<file path="config.mk">
export PLATFORM = sky130hd
export DESIGN_NAME = lobm_ram
export DESIGN_NICKNAME = d
export VERILOG_FILES = /design/src/sv/lobm_ram.sv
export SDC_FILE = /design/constraint.sdc
export NUM_CORES = 1
export LEC_CHECK = 0
export ABC_AREA = 1
export ABC_CLOCK_PERIOD_IN_PS = 3010
export BUFFER_PORTS_ARGS = -buffer_cell sky130_fd_sc_hd__buf_2
export CAP_MARGIN = 20
export CELL_PAD_IN_SITES_DETAIL_PLACEMENT = 0
export CELL_PAD_IN_SITES_GLOBAL_PLACEMENT = 1
export CORE_UTILIZATION = 52
export CTS_CLUSTER_DIAMETER = 100
export DETAILED_ROUTE_END_ITERATION = 6
export GPL_TIMING_DRIVEN = 0
export PLACE_DENSITY = 0.83
export SYNTH_ARGS = -nofsm -noshare
export SYNTH_HDL_FRONTEND = slang
export SYNTH_SLANG_ARGS = --single-unit
export TNS_END_PERCENT = 10
</file>
<file path="constraint.sdc">
create_clock -name clk -period 3.01 [get_ports clk]
set_input_delay 0.1505 -clock clk [delete_from_list [all_inputs] [get_ports clk]]
set_output_delay 0.1505 -clock clk [all_outputs]
set_load 0.005 [all_outputs]
</file>
<file path="src/sv/lobm_ram.sv">
module lobm_ram #(
  parameter int WIDTH = 8,
  parameter int ADDR_W = 4
) (
  input  logic              clk,
  input  logic              we,
  input  logic [ADDR_W-1:0] waddr,
  input  logic [WIDTH-1:0]  wdata,
  input  logic [ADDR_W-1:0] raddr,
  output logic [WIDTH-1:0]  rdata
);

  logic [WIDTH-1:0] mem [2**ADDR_W];

  // one write port, one registered read port
  always_ff @(posedge clk) begin
    if (we) begin
      mem[waddr] <= wdata;
    end
    rdata <= mem[raddr];
  end

endmodule

</file>
After elaboration in Yosys (flattened, before gate mapping) --
Memories as Yosys holds them, arrays and structs flattened. A register that Yosys moved wholly into a read port is not among the register bits. Index checks and enable logic that the tools add are counted.
Cells by class: multiplexer cells 2
Operators by type and width (number):
- 1-bit two-way mux | 2
Storage, ports and cells: bits in registers 0, RAM bits 128, output and inout bits 8, word-level logic and storage cells 3, memories kept 1
Memory list:
- mem | depth 16, bits a word 8, rd ports 1, clocked after Yosys merged registers in 1, write ports 1, line 13 | logic [WIDTH-1:0] mem [2**ADDR_W];

Depth between registers and ports, before layout --
depth in word-level cells 2, gate-level depth with buffers 8, mapped depth without buffers 7

Worst setup path before layout --
No wires, ideal clock.
kind input-to-reg, start point in waddr[2], end point mem mem[10][0], enable pin, setup time 0.370 ns, data arrival time 0.731 ns, data required time 2.640 ns, path slack 1.909 ns, cell stages on the path 2, cell sequence nand3b_1 -> nor2_1
RTL lines:
- start, declared | line 7 | input logic [ADDR_W-1:0] waddr,
- end, declared | line 13
Straight into the memory's write port.

Worst setup path in the final report --
start point in waddr[3], end point mem mem[7][0], enable pin
Straight into the memory's write port.

==> summary.txt <==
Status
  – Status: finished, final reports clean

Worst setup path
  – Buf+Inv Stages, Crit Path: 1
  – CP max FO: 8
  – Arr. time, crit path: 1.25 ns
  – Startpoint types: input pin
  – CP max-delay cell: nor2_1
  – Crit end category: flip-flop
  – Kind of critical path: in -> reg
  – CP max stage delay: 0.73 ns
  – Family with the most delay on the worst path: simple AND/OR/NAND/NOR gates
  – CP required: 3.16 ns
  – Worst path cell trace: buf_2, nand3b_1, nor2_1

Synth
  – Dominant cell type by area after synthesis: edfxtp_1
  – Synth cell types: 12
  – Main synth FF type: edfxtp_1
  – Top cell type's share of synthesized area: 0.667
  – Mux cell area share after synthesis: 0
  – XOR/XNOR Fraction of Synth Area: 0
  – Synth Area in Compound Gates: 0
  – Synth Instances: 551
  – Syn nets: 569
  – Top post-synthesis cells by count: 173 x nand2_1, 128 x edfxtp_1, 100 x inv_1, 97 x nand3_1, 17 x nor2_1
  – Yosys warns: 0
  – EDFF count, synth: 128
  – Synth Area in Adders: 0
  – Avg Synthesized Cell Area: 10.5 um^2
  – Largest family of logic cells by synthesized area: simple AND/OR/NAND/NOR gates
  – Most numerous cell in the Yosys netlist: nand2_1
  – Sequential share of the synthesized area: 0.694
  – Post-synthesis simple-gate area fraction: 0.210
  – Synth area leaders: edfxtp_1 67%, nand2_1 11%, nand3_1 8.4%, inv_1 6.5%, dfxtp_1 2.8%
  – Mapped Area: 0.00577 mm^2
  – Post-synth ARST share: 0
  – Synthesis-stage register bit count: 136

Place
  – Inst Count DP: 713
  – Area after DPL: 0.00605 mm^2
  – Placed wire-length estimate: 8860 um
  – Routability cong.: 0.872
  – PortBufs: 22
  – Pre-CTS setup slack: 1.32 ns

Timing
  – RSZ-0062 raised after global routing: false
  – Clock Skew: 0.00557 ns
  – Final Max Tran Viols: 0
  – Minimum clock period after layout: 1.11 ns
  – Worst hold margin: 0.0531 ns
  – Final Hold Fails: 0
  – Slew @ Worst Pin: 0.922 ns
  – Final Cycle Share: 0.368
  – Setup total negative slack: 0 ns
  – Slew HR: 0.383
  – Final setup vio count: 0
  – Fmax achieved: 903 MHz
  – Worst setup margin: 1.90 ns

Pwr
  – PD cells: 696 mW/mm^2
  – Sequential power share: 0.456
  – Leak: 2.93 nW
  – Clock power share: 0.485
  – Net Sw Power: 962 uW
  – Comb pwr share: 0.059
  – Worst IR drop on VDD: 0.000436 V
  – Internal Dissipation: 3.70 mW
  – Sw Share: 0.206

Die
  – Std-Cell Rows: 38
  – IO Pins: 26
  – Core Region: 0.0108 mm^2
  – Starting density of the core: 0.532
  – Die area: 0.0115 mm^2
  – Die span in x: 107 um
  – Die height: 107 um

Clock network
  – Clock sinks: 136
  – CTS Hold Buffers Added: 0
  – Post-CTS setup repair buffer count: 0
  – TritonCTS Buffers: 17
  – Root Driver: clkbuf_8
  – H-tree depth: 4
  – CTS tree: yes
  – Worst-path clk slew: 0.06 ns
  – Clock Latency Late Sink: 0.52 ns
  – Post-CTS sizing: 0
  – CTS Buffer Depth: 2

Routing
  – Via density: 5.26
  – Routed WL per cell: 18.2 um
  – Routed Wire Length: 13600 um
  – Via count: 3922
  – DRC violations left: 0
  – Antenna-violating nets left: 0
  – 1st-pass router iterations: 5
  – Initial DRC Count: 367

Finish
  – Layout cells sized above 1: 0.127
  – Nets: 610
  – Synth-to-layout area growth: 16.2%
  – Non-Filler Instances: 745
  – Antenna Diode Count: 0
  – Fin area: 0.00670 mm^2

Global route
  – Vias in the first global route: 3717
  – Antenna violations before repair: 0
  – Gr usage total: 0.259
  – Global-route wire length before repair: 20800 um
  – Largest net degree at the start of global routing: 17
  – Grt total ovfl: 0

Worst hold path
  – Worst min-delay path class: in -> reg

Job
  – Max Cap Viol: 0
==> path summary, 6_finish.rpt <==
path / startpoint / slack (ns) / depth (start not counted) / end
worst max-delay path: waddr[3] / 1.90 / 3 / mem[7][0]$_DFFE_PP_
worst min-delay path: wdata[2] / 0.05 / 1 / mem[6][2]$_DFFE_PP_
worst max register to register: mem[9][1]$_DFFE_PP_ / 1.95 / 6 / rdata[1]$_DFF_P_
worst min register to register: mem[9][0]$_DFFE_PP_ / 0.70 / 6 / rdata[0]$_DFF_P_
==> cells in the final DEF, fill, tap and decap left out <==
cell        netlist  final
nand2_1         173    173
nand3b_1          2      2
edfxtp_1        128    128
clkbuf_8          0      1
clkinvlp_4        0      1
nor2_1           17     17
inv_2             2      2
clkinv_4          0      2
clkbuf_16         0     16
inv_1           100    100
clkinv_2          0      4
clkbuf_1          0      1
buf_2            13     35
dfxtp_1           8      8
bufinv_16         0      6
buf_6             6      6
clkinv_1          0      1
buf_1             1      1
nand3_1          97     97
buf_4             4      4
==> cells by family after synthesis <==
kind of cell	count (synthesis)
and+or+nand+nor	289
DFF	136
buffers and inverters	126
==> state kept, by name, summed over array words and instances (netlist names) <==
name and flops:
mem 128, rdata 8
==> worst reg2reg max path, stage by stage (launching register included) <==
cell and delay (ns):
edfxtp_1 0.36, inv_1 0.07, nand2_1 0.05, nand3_1 0.12, nand3_1 0.09, nand3_1 0.16, nand2_1 0.10
==> routing by layer <==
metal  share of wire  track usage
met1            0.43        0.361
met2            0.44        0.393
met4           0.033        0.133
met3           0.091       0.0442
met5               0            0
==> through the flow <==
| step | utilization | total power, mW |
|---|---|---|
| floorplan | - | 2.32 |
| global placement | 0.558 | 2.43 |
| detailed placement | 0.558 | 2.44 |
| CTS | 0.618 | 4.67 |
| global route | 0.618 | 4.77 |
| finish | 0.618 | 4.67 |
==> power by group through the flow <==
| stage | Combinational (mW) | Sequential, mW | Clock, mW |
|---|---|---|---|
| 2_1_floorplan | 0.149 | 2.17 | 0 |
| 3_3_place_gp | 0.267 | 2.17 | 0 |
| 3_5_place_dp | 0.272 | 2.17 | 0 |
| 4_1_cts | 0.274 | 2.13 | 2.26 |
| 5_1_grt | 0.299 | 2.13 | 2.34 |
| 6_report | 0.276 | 2.13 | 2.26 |
==> final cells by class <==
type	count	area, um^2
plain buffers	24	166
clock buffers	18	418
clock inverters	14	229
fillers	893	4140
inverters	102	383
multi-input cells	289	1210
flip-flops and latches	136	4000
well taps	140	175
repair buffers	22	110
(Power assumes the default switching activity.)
