===== config.mk =====
export PLATFORM = sky130hd
export DESIGN_NAME = lobm_ctrl_flat
export DESIGN_NICKNAME = d
export VERILOG_FILES = /design/src/sv/lobm_pkg.sv /design/src/sv/lobm_req_if.sv /design/src/sv/lobm_res_if.sv /design/src/sv/lobm_ctrl.sv /design/src/flat_wrapper.sv
export SDC_FILE = /design/constraint.sdc
export NUM_CORES = 1
export LEC_CHECK = 0
export BUFFER_PORTS_ARGS = -buffer_cell sky130_fd_sc_hd__buf_2
export CORE_ASPECT_RATIO = 2
export CORE_MARGIN = 2
export CORE_UTILIZATION = 53
export CTS_CLUSTER_DIAMETER = 60
export DETAILED_ROUTE_END_ITERATION = 16
export GPL_TIMING_DRIVEN = 0
export PLACE_DENSITY = 0.76
export RECOVER_POWER = 25
export SLEW_MARGIN = 0
export SYNTH_ARGS = -nofsm -noshare
export SYNTH_HDL_FRONTEND = slang
export SYNTH_SLANG_ARGS = --single-unit

===== constraint.sdc =====
create_clock -name clk -period 6.4 [get_ports clk]
set_input_delay 0.32 -clock clk [delete_from_list [all_inputs] [get_ports clk]]
set_output_delay 0.32 -clock clk [all_outputs]
set_load 0.02 [all_outputs]

===== src/sv/lobm_pkg.sv =====
package lobm_pkg;

  // default book geometry
  localparam int PRICE_TICKS_DEF     = 256;
  localparam int ORDERS_PER_TICK_DEF = 16;

  // field widths of the request and result words
  localparam int REQ_W    = 2;
  localparam int PRICE_W  = 8;
  localparam int VOL_W    = 24;
  localparam int TIME_W   = 32;
  localparam int ID_W     = 32;
  localparam int STATUS_W = 3;

  // request codes
  localparam logic [REQ_W-1:0] REQ_SUBMIT = 2'd0;
  localparam logic [REQ_W-1:0] REQ_MODIFY = 2'd1;
  localparam logic [REQ_W-1:0] REQ_EXPIRE = 2'd2;

  // status codes
  localparam logic [STATUS_W-1:0] STAT_OK          = 3'd0;
  localparam logic [STATUS_W-1:0] STAT_NOT_FOUND   = 3'd1;
  localparam logic [STATUS_W-1:0] STAT_NOT_SMALLER = 3'd2;
  localparam logic [STATUS_W-1:0] STAT_BAD_PRICE   = 3'd3;
  localparam logic [STATUS_W-1:0] STAT_FULL        = 3'd4;

  // one order slot as held in the slot memory
  typedef struct packed {
    logic [VOL_W-1:0]  vol;
    logic [ID_W-1:0]   ident;
    logic [TIME_W-1:0] expiry;
  } slot_t;

  localparam int SLOT_W = $bits(slot_t);

  // level entry: head, count, live, volume
  function automatic int lvl_w(input int opt);
    return $clog2(opt) + 2 * $clog2(opt + 1) + VOL_W + $clog2(opt);
  endfunction

  typedef enum logic [4:0] {
    S_CLEAR,
    S_IDLE,
    S_M_LRD,
    S_M_LCHK,
    S_M_SCHK,
    S_P_RD,
    S_P_CHK,
    S_R_RD,
    S_R_CHK,
    S_RS_LRD,
    S_RS_LCHK,
    S_MD_LRD,
    S_MD_LCHK,
    S_MD_SRD,
    S_MD_SCHK,
    S_EX_LRD,
    S_EX_LCHK,
    S_EX_SRD,
    S_EX_SCHK,
    S_EX_NEXT,
    S_DONE
  } state_t;

endpackage


===== src/sv/lobm_req_if.sv =====
interface lobm_req_if;
  import lobm_pkg::*;

  logic                valid;
  logic                ready;
  logic [REQ_W-1:0]    req_type;
  logic                side;
  logic [PRICE_W-1:0]  price;
  logic [VOL_W-1:0]    volume;
  logic [TIME_W-1:0]   time_to_live;
  logic [ID_W-1:0]     order_id;
  logic [TIME_W-1:0]   current_time;

  modport source (output valid, req_type, side, price, volume, time_to_live, order_id,
                  current_time, input ready);
  modport sink (input valid, req_type, side, price, volume, time_to_live, order_id,
                current_time, output ready);
endinterface


===== src/sv/lobm_res_if.sv =====
interface lobm_res_if;
  import lobm_pkg::*;

  logic                valid;
  logic                ready;
  logic [STATUS_W-1:0] status;
  logic [VOL_W-1:0]    filled_volume;
  logic                rested;
  logic [ID_W-1:0]     new_order_id;
  logic [PRICE_W-1:0]  best_bid;
  logic [PRICE_W-1:0]  best_ask;

  modport source (output valid, status, filled_volume, rested, new_order_id, best_bid,
                  best_ask, input ready);
  modport sink (input valid, status, filled_volume, rested, new_order_id, best_bid,
                best_ask, output ready);
endinterface


===== src/sv/lobm_ctrl.sv =====
module lobm_ctrl #(
  parameter int PRICE_TICKS = lobm_pkg::PRICE_TICKS_DEF,
  parameter int ORDERS_PER_TICK = lobm_pkg::ORDERS_PER_TICK_DEF
) (
  input  logic clk,
  input  logic rst,
  lobm_req_if.sink   req,
  lobm_res_if.source res,
  output logic                                          lvl_we,
  output logic [$clog2(PRICE_TICKS):0]                  lvl_waddr,
  output logic [lobm_pkg::lvl_w(ORDERS_PER_TICK)-1:0]   lvl_wdata,
  output logic [$clog2(PRICE_TICKS):0]                  lvl_raddr,
  input  logic [lobm_pkg::lvl_w(ORDERS_PER_TICK)-1:0]   lvl_rdata,
  output logic                                          slot_we,
  output logic [$clog2(PRICE_TICKS)+$clog2(ORDERS_PER_TICK):0] slot_waddr,
  output logic [lobm_pkg::SLOT_W-1:0]                   slot_wdata,
  output logic [$clog2(PRICE_TICKS)+$clog2(ORDERS_PER_TICK):0] slot_raddr,
  input  logic [lobm_pkg::SLOT_W-1:0]                   slot_rdata
);
  import lobm_pkg::*;

  localparam int TW  = $clog2(PRICE_TICKS);
  localparam int LAW = TW + 1;
  localparam int SW  = $clog2(ORDERS_PER_TICK);
  localparam int CW  = $clog2(ORDERS_PER_TICK + 1);
  localparam int LVW = VOL_W + SW;
  localparam logic [TW-1:0] TICK_LAST = TW'(PRICE_TICKS - 1);
  localparam logic [SW-1:0] PTR_LAST  = SW'(ORDERS_PER_TICK - 1);
  localparam logic [CW-1:0] CNT_FULL  = CW'(ORDERS_PER_TICK);

  state_t state, state_next;

  // latched request
  logic [REQ_W-1:0]   r_req;
  logic               r_side;
  logic [PRICE_W-1:0] r_price;
  logic [VOL_W-1:0]   r_vol;
  logic [TIME_W-1:0]  r_ttl;
  logic [ID_W-1:0]    r_oid;
  logic [TIME_W-1:0]  r_now;
  logic [TW-1:0]      tick, tick_next;
  logic [VOL_W-1:0]   rem, rem_next;

  // book state held in flops
  logic [TW-1:0] best_bid, best_bid_next, best_ask, best_ask_next;
  logic [ID_W-1:0] next_id, next_id_next;

  // working copy of the current level
  logic [LAW-1:0] cur_laddr, cur_laddr_next;
  logic [SW-1:0]  cur_head, cur_head_next;
  logic [CW-1:0]  cur_count, cur_count_next, cur_live, cur_live_next;
  logic [LVW-1:0] cur_vol, cur_vol_next;
  logic [SW-1:0]  ptr, ptr_next;
  logic [CW-1:0]  k, k_next;

  // scan and sweep position
  logic           scan_side, scan_side_next;
  logic [TW-1:0]  scan_t, scan_t_next;
  logic           exp_side, exp_side_next;
  logic [TW-1:0]  exp_t, exp_t_next;
  logic [LAW-1:0] clr, clr_next;

  // result under construction and output register
  logic [STATUS_W-1:0] w_status, w_status_next;
  logic                w_rested, w_rested_next;
  logic [ID_W-1:0]     w_newid, w_newid_next;
  logic                o_valid, o_valid_next, o_load;

  // memory read data views
  logic [SW-1:0]  l_head;
  logic [CW-1:0]  l_count, l_live;
  logic [LVW-1:0] l_vol;
  slot_t          slot_q, slot_w;

  assign {l_head, l_count, l_live, l_vol} = lvl_rdata;
  assign slot_q = slot_t'(slot_rdata);
  assign slot_wdata = slot_w;

  // decode helpers
  logic          oob, brk, pop_done, scan_found, scan_end, sid_hit, last_t;
  logic [TW-1:0] opp_best;
  logic [SW:0]   tail_sum;
  logic [SW-1:0] tail, head_inc, ptr_inc;
  logic [CW-1:0] live_dec;

  assign oob      = 32'(req.price) >= 32'(PRICE_TICKS);
  assign opp_best = r_side ? best_bid : best_ask;
  assign brk      = (l_vol == '0) || (l_count == '0) ||
                    (!r_side && (32'(opp_best) > 32'(r_price))) ||
                    (r_side && (32'(opp_best) < 32'(r_price)));
  assign pop_done = ((state == S_P_RD) && (cur_count == '0)) ||
                    ((state == S_P_CHK) && (slot_q.vol != '0));
  assign scan_found = l_live != '0;
  assign scan_end   = scan_side ? (scan_t == TICK_LAST) : (scan_t == '0);
  assign sid_hit    = (slot_q.vol != '0) && (slot_q.ident == r_oid);
  assign last_t     = exp_t == TICK_LAST;
  assign tail_sum   = (SW+1)'(l_head) + (SW+1)'(l_count);
  assign tail       = (tail_sum >= (SW+1)'(ORDERS_PER_TICK)) ?
                      SW'(tail_sum - (SW+1)'(ORDERS_PER_TICK)) : SW'(tail_sum);
  assign head_inc   = (cur_head == PTR_LAST) ? '0 : cur_head + 1'b1;
  assign ptr_inc    = (ptr == PTR_LAST) ? '0 : ptr + 1'b1;
  assign live_dec   = (cur_live != '0) ? cur_live - 1'b1 : cur_live;

  // next state
  always_comb begin
    state_next = state;
    case (state)
      S_CLEAR: if (clr == '1) state_next = S_IDLE;
      S_IDLE: begin
        if (req.valid) begin
          case (req.req_type)
            REQ_SUBMIT: state_next = oob ? S_DONE : S_M_LRD;
            REQ_MODIFY: state_next = oob ? S_DONE : S_MD_LRD;
            REQ_EXPIRE: state_next = S_EX_LRD;
            default:    state_next = S_DONE;
          endcase
        end
      end
      S_M_LRD:  state_next = (rem == '0) ? S_RS_LRD : S_M_LCHK;
      S_M_LCHK: state_next = brk ? S_RS_LRD : S_M_SCHK;
      S_M_SCHK: state_next = (slot_q.vol <= rem) ? S_P_RD : S_RS_LRD;
      S_P_RD, S_P_CHK: begin
        if (pop_done) begin
          state_next = (r_req == REQ_EXPIRE) ? S_EX_NEXT : S_R_RD;
        end else begin
          state_next = (state == S_P_RD) ? S_P_CHK : S_P_RD;
        end
      end
      S_R_RD: state_next = S_R_CHK;
      S_R_CHK: begin
        if (scan_found || scan_end) begin
          if (r_req == REQ_SUBMIT) state_next = S_M_LRD;
          else if (r_req == REQ_EXPIRE && !scan_side) state_next = S_R_RD;
          else state_next = S_DONE;
        end else begin
          state_next = S_R_RD;
        end
      end
      S_RS_LRD:  state_next = (r_ttl != '0 && rem != '0) ? S_RS_LCHK : S_DONE;
      S_RS_LCHK: state_next = S_DONE;
      S_MD_LRD:  state_next = S_MD_LCHK;
      S_MD_LCHK: state_next = S_MD_SRD;
      S_MD_SRD:  state_next = (k < cur_count) ? S_MD_SCHK : S_DONE;
      S_MD_SCHK: begin
        if (sid_hit) begin
          state_next = (r_vol == '0) ? S_P_RD : S_DONE;
        end else begin
          state_next = S_MD_SRD;
        end
      end
      S_EX_LRD:  state_next = S_EX_LCHK;
      S_EX_LCHK: state_next = S_EX_SRD;
      S_EX_SRD:  state_next = (k < cur_count) ? S_EX_SCHK : S_P_RD;
      S_EX_SCHK: state_next = S_EX_SRD;
      S_EX_NEXT: state_next = (last_t && exp_side) ? S_R_RD : S_EX_LRD;
      S_DONE:    if (!o_valid || res.ready) state_next = S_IDLE;
      default:   state_next = S_CLEAR;
    endcase
  end

  // datapath and memory controls
  always_comb begin
    tick_next      = tick;
    rem_next       = rem;
    best_bid_next  = best_bid;
    best_ask_next  = best_ask;
    next_id_next   = next_id;
    cur_laddr_next = cur_laddr;
    cur_head_next  = cur_head;
    cur_count_next = cur_count;
    cur_live_next  = cur_live;
    cur_vol_next   = cur_vol;
    ptr_next       = ptr;
    k_next         = k;
    scan_side_next = scan_side;
    scan_t_next    = scan_t;
    exp_side_next  = exp_side;
    exp_t_next     = exp_t;
    clr_next       = clr;
    w_status_next  = w_status;
    w_rested_next  = w_rested;
    w_newid_next   = w_newid;
    o_load         = 1'b0;
    lvl_we         = 1'b0;
    lvl_waddr      = cur_laddr;
    lvl_wdata      = {cur_head, cur_count, cur_live, cur_vol};
    lvl_raddr      = cur_laddr;
    slot_we        = 1'b0;
    slot_waddr     = {cur_laddr, ptr};
    slot_w         = slot_q;
    slot_raddr     = {cur_laddr, ptr};
    req.ready      = 1'b0;

    case (state)
      // zero every level entry after reset
      S_CLEAR: begin
        lvl_we    = 1'b1;
        lvl_waddr = clr;
        lvl_wdata = '0;
        clr_next  = clr + 1'b1;
      end
      S_IDLE: begin
        req.ready     = 1'b1;
        tick_next     = TW'(req.price);
        rem_next      = req.volume;
        w_status_next = (oob && (req.req_type == REQ_SUBMIT || req.req_type == REQ_MODIFY)) ?
                        STAT_BAD_PRICE : STAT_OK;
        w_rested_next = 1'b0;
        w_newid_next  = '0;
        exp_side_next = 1'b0;
        exp_t_next    = '0;
      end
      // matching against the opposite best level
      S_M_LRD: begin
        lvl_raddr      = {~r_side, opp_best};
        cur_laddr_next = {~r_side, opp_best};
      end
      S_M_LCHK: begin
        cur_head_next  = l_head;
        cur_count_next = l_count;
        cur_live_next  = l_live;
        cur_vol_next   = l_vol;
        ptr_next       = l_head;
        slot_raddr     = {cur_laddr, l_head};
      end
      S_M_SCHK: begin
        slot_we = 1'b1;
        if (slot_q.vol <= rem) begin
          // front order consumed, pop it
          rem_next       = rem - slot_q.vol;
          slot_w.vol     = '0;
          cur_vol_next   = cur_vol - LVW'(slot_q.vol);
          cur_live_next  = live_dec;
          cur_head_next  = head_inc;
          cur_count_next = cur_count - 1'b1;
        end else begin
          slot_w.vol = slot_q.vol - rem;
          lvl_we     = 1'b1;
          lvl_wdata  = {cur_head, cur_count, cur_live, cur_vol - LVW'(rem)};
          rem_next   = '0;
        end
      end
      // drop leading holes, then write the level back
      S_P_RD, S_P_CHK: begin
        slot_raddr = {cur_laddr, cur_head};
        if (state == S_P_CHK && slot_q.vol == '0) begin
          cur_head_next  = head_inc;
          cur_count_next = cur_count - 1'b1;
        end
        if (pop_done) begin
          lvl_we = 1'b1;
          if (r_req == REQ_SUBMIT) begin
            scan_side_next = ~r_side;
            scan_t_next    = opp_best;
          end else begin
            scan_side_next = r_side;
            scan_t_next    = r_side ? best_ask : best_bid;
          end
        end
      end
      // walk away from the old best until a live level turns up or the side ends
      S_R_RD: lvl_raddr = {scan_side, scan_t};
      S_R_CHK: begin
        if (scan_found || scan_end) begin
          if (scan_side) best_ask_next = scan_found ? scan_t : TICK_LAST;
          else best_bid_next = scan_found ? scan_t : '0;
          if (r_req == REQ_EXPIRE && !scan_side) begin
            scan_side_next = 1'b1;
            scan_t_next    = best_ask;
          end
        end else begin
          scan_t_next = scan_side ? scan_t + 1'b1 : scan_t - 1'b1;
        end
      end
      // rest the remainder at the tail of its tick
      S_RS_LRD: begin
        lvl_raddr      = {r_side, tick};
        cur_laddr_next = {r_side, tick};
      end
      S_RS_LCHK: begin
        if (l_count >= CNT_FULL) begin
          w_status_next = STAT_FULL;
        end else begin
          slot_we       = 1'b1;
          slot_waddr    = {cur_laddr, tail};
          slot_w.vol    = rem;
          slot_w.ident  = next_id;
          slot_w.expiry = r_ttl;
          lvl_we        = 1'b1;
          lvl_wdata     = {l_head, l_count + 1'b1, l_live + 1'b1, l_vol + LVW'(rem)};
          w_newid_next  = next_id;
          next_id_next  = next_id + 1'b1;
          w_rested_next = 1'b1;
          if (!r_side) begin
            if (tick > best_bid) best_bid_next = tick;
          end else begin
            if (tick < best_ask) best_ask_next = tick;
          end
        end
      end
      // modify and expire: read the level; modify then searches the tick's queue for the id
      S_MD_LRD, S_EX_LRD: begin
        lvl_raddr      = (state == S_MD_LRD) ? {r_side, tick} : {exp_side, exp_t};
        cur_laddr_next = (state == S_MD_LRD) ? {r_side, tick} : {exp_side, exp_t};
      end
      S_MD_LCHK, S_EX_LCHK: begin
        cur_head_next  = l_head;
        cur_count_next = l_count;
        cur_live_next  = l_live;
        cur_vol_next   = l_vol;
        ptr_next       = l_head;
        k_next         = '0;
        if (state == S_MD_LCHK) w_status_next = STAT_NOT_FOUND;
      end
      S_MD_SCHK: begin
        if (sid_hit) begin
          if (r_vol <= slot_q.vol) begin
            w_status_next = STAT_OK;
            slot_we       = 1'b1;
            slot_w.vol    = r_vol;
            if (r_vol == '0) begin
              cur_vol_next  = cur_vol - LVW'(slot_q.vol);
              cur_live_next = live_dec;
            end else begin
              lvl_we    = 1'b1;
              lvl_wdata = {cur_head, cur_count, cur_live,
                           cur_vol - LVW'(slot_q.vol - r_vol)};
            end
          end else begin
            w_status_next = STAT_NOT_SMALLER;
          end
        end else begin
          k_next   = k + 1'b1;
          ptr_next = ptr_inc;
        end
      end
      // expire: kill every live slot that is due
      S_EX_SCHK: begin
        if (slot_q.vol != '0 && slot_q.expiry <= r_now) begin
          slot_we       = 1'b1;
          slot_w.vol    = '0;
          cur_vol_next  = cur_vol - LVW'(slot_q.vol);
          cur_live_next = live_dec;
        end
        k_next   = k + 1'b1;
        ptr_next = ptr_inc;
      end
      S_EX_NEXT: begin
        if (last_t) begin
          exp_t_next = '0;
          if (!exp_side) begin
            exp_side_next = 1'b1;
          end else begin
            scan_side_next = 1'b0;
            scan_t_next    = best_bid;
          end
        end else begin
          exp_t_next = exp_t + 1'b1;
        end
      end
      S_DONE: o_load = !o_valid || res.ready;
      default: ;
    endcase
  end

  assign o_valid_next = (o_valid && !res.ready) || o_load;
  assign res.valid    = o_valid;

  // control registers
  always_ff @(posedge clk) begin
    if (rst) begin
      state    <= S_CLEAR;
      clr      <= '0;
      o_valid  <= 1'b0;
      best_bid <= '0;
      best_ask <= TICK_LAST;
      next_id  <= '0;
    end else begin
      state    <= state_next;
      clr      <= clr_next;
      o_valid  <= o_valid_next;
      best_bid <= best_bid_next;
      best_ask <= best_ask_next;
      next_id  <= next_id_next;
    end
  end

  // payload and working registers
  always_ff @(posedge clk) begin
    if (state == S_IDLE && req.valid) begin
      r_req   <= req.req_type;
      r_side  <= req.side;
      r_price <= req.price;
      r_vol   <= req.volume;
      r_ttl   <= req.time_to_live;
      r_oid   <= req.order_id;
      r_now   <= req.current_time;
    end
    tick      <= tick_next;
    rem       <= rem_next;
    cur_laddr <= cur_laddr_next;
    cur_head  <= cur_head_next;
    cur_count <= cur_count_next;
    cur_live  <= cur_live_next;
    cur_vol   <= cur_vol_next;
    ptr       <= ptr_next;
    k         <= k_next;
    scan_side <= scan_side_next;
    scan_t    <= scan_t_next;
    exp_side  <= exp_side_next;
    exp_t     <= exp_t_next;
    w_status  <= w_status_next;
    w_rested  <= w_rested_next;
    w_newid   <= w_newid_next;
    if (o_load) begin
      res.status        <= w_status;
      res.filled_volume <= (r_req == REQ_SUBMIT) ? r_vol - rem : '0;
      res.rested        <= w_rested;
      res.new_order_id  <= w_newid;
      res.best_bid      <= PRICE_W'(best_bid);
      res.best_ask      <= PRICE_W'(best_ask);
    end
  end

endmodule


===== src/flat_wrapper.sv =====
// flat-port wrapper written by rule: the top's interface ports become plain ports
module lobm_ctrl_flat import lobm_pkg::*;
#(
  parameter int PRICE_TICKS = lobm_pkg::PRICE_TICKS_DEF,
  parameter int ORDERS_PER_TICK = lobm_pkg::ORDERS_PER_TICK_DEF
)
  (clk, rst, lvl_we, lvl_waddr, lvl_wdata, lvl_raddr, lvl_rdata, slot_we, slot_waddr, slot_wdata, slot_raddr, slot_rdata, req_valid, req_req_type, req_side, req_price, req_volume, req_time_to_live, req_order_id, req_current_time, req_ready, res_valid, res_status, res_filled_volume, res_rested, res_new_order_id, res_best_bid, res_best_ask, res_ready);
  lobm_req_if req_i ();
  lobm_res_if res_i ();
  input  logic clk;
  input  logic rst;
  output logic lvl_we;
  output logic [$clog2(PRICE_TICKS):0] lvl_waddr;
  output logic [lobm_pkg::lvl_w(ORDERS_PER_TICK)-1:0] lvl_wdata;
  output logic [$clog2(PRICE_TICKS):0] lvl_raddr;
  input  logic [lobm_pkg::lvl_w(ORDERS_PER_TICK)-1:0] lvl_rdata;
  output logic slot_we;
  output logic [$clog2(PRICE_TICKS)+$clog2(ORDERS_PER_TICK):0] slot_waddr;
  output logic [lobm_pkg::SLOT_W-1:0] slot_wdata;
  output logic [$clog2(PRICE_TICKS)+$clog2(ORDERS_PER_TICK):0] slot_raddr;
  input  logic [lobm_pkg::SLOT_W-1:0] slot_rdata;
  input wire logic [$bits(req_i.valid)-1:0] req_valid;
  input wire logic [$bits(req_i.req_type)-1:0] req_req_type;
  input wire logic [$bits(req_i.side)-1:0] req_side;
  input wire logic [$bits(req_i.price)-1:0] req_price;
  input wire logic [$bits(req_i.volume)-1:0] req_volume;
  input wire logic [$bits(req_i.time_to_live)-1:0] req_time_to_live;
  input wire logic [$bits(req_i.order_id)-1:0] req_order_id;
  input wire logic [$bits(req_i.current_time)-1:0] req_current_time;
  output wire logic [$bits(req_i.ready)-1:0] req_ready;
  output wire logic [$bits(res_i.valid)-1:0] res_valid;
  output wire logic [$bits(res_i.status)-1:0] res_status;
  output wire logic [$bits(res_i.filled_volume)-1:0] res_filled_volume;
  output wire logic [$bits(res_i.rested)-1:0] res_rested;
  output wire logic [$bits(res_i.new_order_id)-1:0] res_new_order_id;
  output wire logic [$bits(res_i.best_bid)-1:0] res_best_bid;
  output wire logic [$bits(res_i.best_ask)-1:0] res_best_ask;
  input wire logic [$bits(res_i.ready)-1:0] res_ready;
  assign req_i.valid = req_valid;
  assign req_i.req_type = req_req_type;
  assign req_i.side = req_side;
  assign req_i.price = req_price;
  assign req_i.volume = req_volume;
  assign req_i.time_to_live = req_time_to_live;
  assign req_i.order_id = req_order_id;
  assign req_i.current_time = req_current_time;
  assign req_ready = req_i.ready;
  assign res_valid = res_i.valid;
  assign res_status = res_i.status;
  assign res_filled_volume = res_i.filled_volume;
  assign res_rested = res_i.rested;
  assign res_new_order_id = res_i.new_order_id;
  assign res_best_bid = res_i.best_bid;
  assign res_best_ask = res_i.best_ask;
  assign res_i.ready = res_ready;
  lobm_ctrl #(.PRICE_TICKS(PRICE_TICKS), .ORDERS_PER_TICK(ORDERS_PER_TICK)) u_core (.clk(clk), .rst(rst), .req(req_i), .res(res_i), .lvl_we(lvl_we), .lvl_waddr(lvl_waddr), .lvl_wdata(lvl_wdata), .lvl_raddr(lvl_raddr), .lvl_rdata(lvl_rdata), .slot_we(slot_we), .slot_waddr(slot_waddr), .slot_wdata(slot_wdata), .slot_raddr(slot_raddr), .slot_rdata(slot_rdata));
endmodule

=== After elaboration in Yosys (flattened, before gate mapping) ===
Cells that the tools add are included.

* Bits in registers: 416
* Input port bits: 265
* Output and inout port bits: 254
* Word-level logic and storage cells: 316

* $add $sub $neg: 22
* Order comparisons: 10
* Eq/ne operators: 54
* Muxes and demuxes: 126
* Bitwise gates (word level): 2
* Reduce and logical (&&, ||, !) cells: 67

{| class="wikitable"
|+ Operators by type and width
! cell !! count
|-
| 28-bit two-way mux || 9
|-
| 8-bit two-way mux || 22
|-
| 42-bit case mux with 4 select lines || 1
|-
| 24-bit two-way mux || 5
|-
| 28-bit case mux with 4 select lines || 1
|-
| 5-bit two-way mux || 22
|-
| 24-bit case mux with 4 select lines || 1
|-
| 5-bit case mux with 19 select lines || 1
|-
| 88-bit two-way mux || 1
|-
| 24-bit zero test || 3
|-
| 24-bit subtractor || 3
|-
| 64-bit two-way mux || 1
|-
| 32-bit case mux with 2 select lines || 1
|-
| 28-bit by 24-bit subtractor with 28-bit output || 2
|-
| 24-bit <= comparator || 2
|-
| 4-bit two-way mux || 12
|-
| 24-bit case mux with 2 select lines || 1
|-
| 8-bit case mux with 2 select lines || 3
|-
| 24-bit nonzero test || 2
|-
| 5-bit case mux with 3 select lines || 3
|-
| 42-bit two-way mux || 1
|-
| 5-bit by 4-bit equality test with 1-bit output, second input constant || 8
|-
| 2-bit by 1-bit != test with 1-bit output, second input constant || 19
|-
| 9-bit case mux with 4 select lines || 1
|-
| other kinds (64) || 156
|}

=== Logic depth before layout (Yosys ltp) ===
* Depth after elaboration: 7
* Mapped depth: 23
* Gate-level depth less buffers: 23

=== Worst setup path before layout ===
No wires, ideal clock.

* Path type: reg-to-reg
* Start: register u_core.rem[2]
* End: register u_core.cur_live[0] (enable)
* Arrival time: 4.755 ns
* Required time: 6.085 ns
* Path slack: 1.330 ns
* Stages on the path, launching flop included: 12
* Path buffers: 1
* Cells stage by stage: edfxtp_1 > ha_1 > clkbuf_1 > nor2b_1 > o31a_1 > nor2_1 > o21ai_2 > a311oi_2 > a21o_1 > a211oi_2 > nor3_1 > o21a_1

* Cells in the longest elaborated chain, start to end: 3

{| class="wikitable"
|+ Ends and longest elaborated chain
! what !! line !! source
|-
| start: declaration || lobm_ctrl.sv:42 || <nowiki>logic [VOL_W-1:0] rem, rem_next;</nowiki>
|-
| start signal: assignment || lobm_ctrl.sv:400 || <nowiki>rem <= rem_next;</nowiki>
|-
| 24-bit <= comparator || lobm_ctrl.sv:228 || <nowiki>if (slot_q.vol <= rem) begin</nowiki>
|-
| 2-bit by 1-bit != test with 1-bit output (no line) || - ||
|-
| 6-bit AND reduction (no line) || - ||
|-
| end signal: assignment || lobm_ctrl.sv:404 || <nowiki>cur_live <= cur_live_next;</nowiki>
|-
| end: declaration || lobm_ctrl.sv:51 || <nowiki>logic [CW-1:0] cur_count, cur_count_next, cur_live, cur_live_next;</nowiki>
|}

No other way between the ends.
A chain may end at the register's enable or synchronous reset.

=== Final worst setup path ===
* Start: register u_core.r_now[17]
* End: output slot_wdata[68] (netlist bit)

* Cells in the longest elaborated chain, start to end: 4

{| class="wikitable"
|+ Ends and longest elaborated chain
! what !! line !! source
|-
| start: declaration || lobm_ctrl.sv:40 || <nowiki>logic [TIME_W-1:0] r_now;</nowiki>
|-
| start signal: assignment || lobm_ctrl.sv:397 || <nowiki>r_now <= req.current_time;</nowiki>
|-
| 32-bit <= comparator || lobm_ctrl.sv:339 || <nowiki>if (slot_q.vol != '0 && slot_q.expiry <= r_now) begin</nowiki>
|-
| 1-bit logical AND || lobm_ctrl.sv:339 ||
|-
| 24-bit two-way mux || lobm_ctrl.sv:339 ||
|-
| 24-bit case mux with 4 select lines || lobm_ctrl.sv:194 || <nowiki>case (state)</nowiki>
|-
| end: declaration || flat_wrapper.sv:19 || <nowiki>output logic [lobm_pkg::SLOT_W-1:0] slot_wdata;</nowiki>
|}

No other way between the ends.

==> summary.md <==
| Metric | Value |
|---|---|
| Status | `finished, violations left` |
| Failing checks | `setup timing` |
| Cells after Synth | `3481` |
| Period utilization | `1.01` |
| Max-Cap Viols | `0` |
| Buf/Inv on CP | `4` |
| H-tree Lvls | `2` |
| Clk sinks | `416` |
| Leak Pwr | `between 15 and 20 nW` |
| Routed vias/inst | `6.43` |
| Initial Util | `0.536` |
| Largest delay share family, worst path | `simple AND/OR/NAND/NOR gates` |
| DR WL/cell | `29.5 µm` |
| Core Rows | `about 130` |
| Crit path kind | `flop to primary output` |
| Synth Area per Inst | `about 9 µm²` |
| Most frequent cells in the layout | `nand2_1 (503), buf_2 (417), edfxtp_1 (353)` |
| Final hold vios | `0` |
| Post-DRT Antenna Nets | `0` |
| Final WL | `around 150 mm` |
| I/O pins | `519` |
| Yosys reg bits | `416` |
| Post-detail-place hpwl | `113 mm` |
| Most common cell after layout, fill and taps aside | `nand2_1` |
| Crit path depth | `15` |
| Netlist cell types | `89` |
| Clock skew | `24.5 ps` |
| Type of destination of the critical path | `primary output` |
| Reg2Reg Depth | `11` |
| Initial antenna violation count | `15` |
| Die area | `60900 µm²` |
| Seq/Total Area, Yosys | `0.380` |
| Total vias in the final route | `32200` |
| EDFF count, synth | `353` |
| Pin count of the biggest net entering global routing | `72` |
| CTS tree | `built` |
| Final Critical Period | `around 6400 ps` |
| Synth Net Count | `roughly 4000` |
| Final WS setup | `-45.2 ps` |
| Tightest Pin Transition | `1460 ps` |
| Non-Filler Instances | `between 4000 and 5000` |
| Vias in the first global route | `32300` |
| Post-synthesis async set-or-reset flop share | `0` |
| Slew HR | `0.0299` |
| PortBufs | `515` |
| CP max stage cell | `nor3b_1` |
| Setup crit start kind | `flop` |
| Synth-to-Final Area Change | `21.1%` |
| Max Fclk | `155 MHz` |
| VDD IR max | `0.262 mV` |
| CTS clk-pin slew, worst paths | `70 ps` |
| Critical path cell sequence | `inv_1 -> ha_1 -> and3_1 -> nand3_1 -> nor4_2 -> nor3b_1 -> nand2_1 -> nand3_1 -> a31oi_1 -> or4b_1 -> buf_2 -> buf_6 -> a222oi_1 -> o31ai_1 -> buf_2` |
| Power density over the cells | `175 nW/µm²` |
| Total track usage | `0.474` |
| Initial DRC Count | `3379` |
| Post-Syn Area | `31200 µm²` |
| Worst path arrival time | `6130 ps` |
| Required @ worst endpoint | `6080 ps` |
| Gr ovfl total | `0` |
| CTS Buf Count | `around 40` |
| Placed cells | `4766` |
| Core area | `58200 µm²` |
| Min-Delay Path Class | `primary input to flop` |
| Area after DPL | `34900 µm²` |
| Worst path max stage delay | `1000 ps` |
| Max Slew Vio Count | `0` |
| CP Max Fanout | `10` |
| Final Instance Area | `37800 µm²` |
| Hold path cells | `3` |
| Finished Core Util | `0.649` |
| Die height | `347 µm` |
| DRT Pass-1 Iters | `9` |
| Finish-stage setup viols | `1` |
| Post-synth top flop | `edfxtp_1` |
| Layout cell share with drive strength beyond 1 | `0.139` |
| Gp weighted congestion | `1.05` |
| Die W | `176 µm` |
| Dpl ws | `about 320 ps` |
| Final #Nets | `4744` |
| Clk root buf | `clkbuf_16` |
| Clk buf depth | `3` |
| First-pass GRT wire length | `210 mm` |
| DRC | `0` |
| Clock Latency Late Sink | `a little over 600 ps` |
| Synth Warn # | `0` |
-- sequential cells by signal, indices dropped and copies added (netlist names), 9 cells and up --
name                      count
u_core.r_oid                 32
u_core.cur_vol               28
u_core.w_newid               32
u_core.r_vol                 24
u_core.res.new_order_id      32
u_core.next_id               32
u_core.cur_laddr              9
u_core.clr                    9
u_core.res.filled_volume     24
u_core.r_ttl                 32
u_core.rem                   24
u_core.r_now                 32
-- power breakdown --
part / switching (mW) / total (mW) / internal, mW
clock network: 1.25 / 2.72 / 1.47
logic: 0.591 / 0.975 / 0.384
registers: 0.00251 / 2.92 / 2.92
total: 1.84 / 6.62 / 4.78
-- synth_stat cells (all sizes together), types with 10 or more instances --
library cell | instances | area (µm²)
dfxtp | 63 | 1260
xnor2 | 120 | 1050
o21a | 45 | 338
nand4 | 45 | 288
clkbuf | 104 | 390
o2111ai | 15 | 131
a21boi | 11 | 82.6
a21oi | 217 | 1090
o21bai | 28 | 210
or3 | 21 | 136
o21ai | 230 | 1150
or2 | 18 | 113
a22o | 13 | 114
nor4 | 51 | 319
and3 | 41 | 257
a221oi | 11 | 96.3
a211o | 12 | 105
o221ai | 13 | 114
nand3 | 84 | 425
fa | 10 | 200
nand2 | 505 | 1900
nor2 | 238 | 893
o31ai | 33 | 248
a222oi | 27 | 270
ha | 277 | 3470
buf | 32 | 181
o211ai | 13 | 97.6
nor3 | 70 | 355
nand2b | 40 | 250
a31oi | 20 | 125
xor2 | 137 | 1200
a211oi | 26 | 200
a221o | 14 | 140
edfxtp | 353 | 10600
and2 | 52 | 325
a22oi | 20 | 150
nor2b | 40 | 250
a21o | 90 | 676
mux2i | 25 | 250
inv | 211 | 792
-- worst register-to-register path, delay by kind of cell (launching register included) --
family | cells | cell delay [ps]
AO/OA/AOI/OAI | 5 | 1890
buffers and inverters | 1 | 970
adder cells (fa/ha/maj) | 2 | 830
AND/OR/NAND/NOR | 3 | 760
flip-flops | 1 | 680
-- stage by stage --
stage,TNS (ps),power (mW),hold WS (ps)
global placement,-144980,3.84,401
CTS,0,6.56,24.3
floorplan,0,3.50,400
global route,-39.5,6.76,42.5
finish,-45.2,6.62,19.0
detailed placement,0,3.84,405
-- cell type report --
cell class	instances	area, µm²
clock inverter	29	342
sequential	416	11900
tap	762	953
multi-input combinational	2718	18100
inverter	211	792
antenna	10	25.0
clock buffer	47	1100
buffer	135	571
timing repair buffer	669	4030
fill	5011	20400
-- per-layer routing --
metal | vias to the layer above | track usage | part of all wire
met2 | 2090 | 0.804 | 0.48
met5 | - | 0 | 0.00025
met3 | 853 | 0.120 | 0.088
li1 | 14100 | - | -
met4 | 6 | 0.498 | 0.13
met1 | 15100 | 0.444 | 0.30
-- what timing repair did --
item,4_1_cts,5_1_grt
pin swaps,2,2
setup endpoints to repair,7,12
endpoints found under the hold margin,143,0
hold buffers,131,0
setup buffers,2,11
resized for setup,6,17
-- cell families after synthesis --
logic type      count (synthesis)  synth area share
compound gates                903             0.190
xor+xnor                      257            0.0722
fa+ha+maj                     287             0.118
buf+inv                       347            0.0437
flops                         416             0.380
mux                            30           0.00983
simple gates                 1241             0.186
-- final timing paths --
kind / startpoint / endpoint / slack (ps)
worst max-delay path: u_core.r_now[17] / slot_wdata[68] / -50
worst min-delay path: res_ready / u_core.res.valid / 20
worst max register to register: u_core.rem[0] / u_core.cur_head[2] / 900
worst min register to register: u_core.w_newid[26] / u_core.res.new_order_id[26] / 410
No activity file was read; power rests on OpenSTA's default activity.
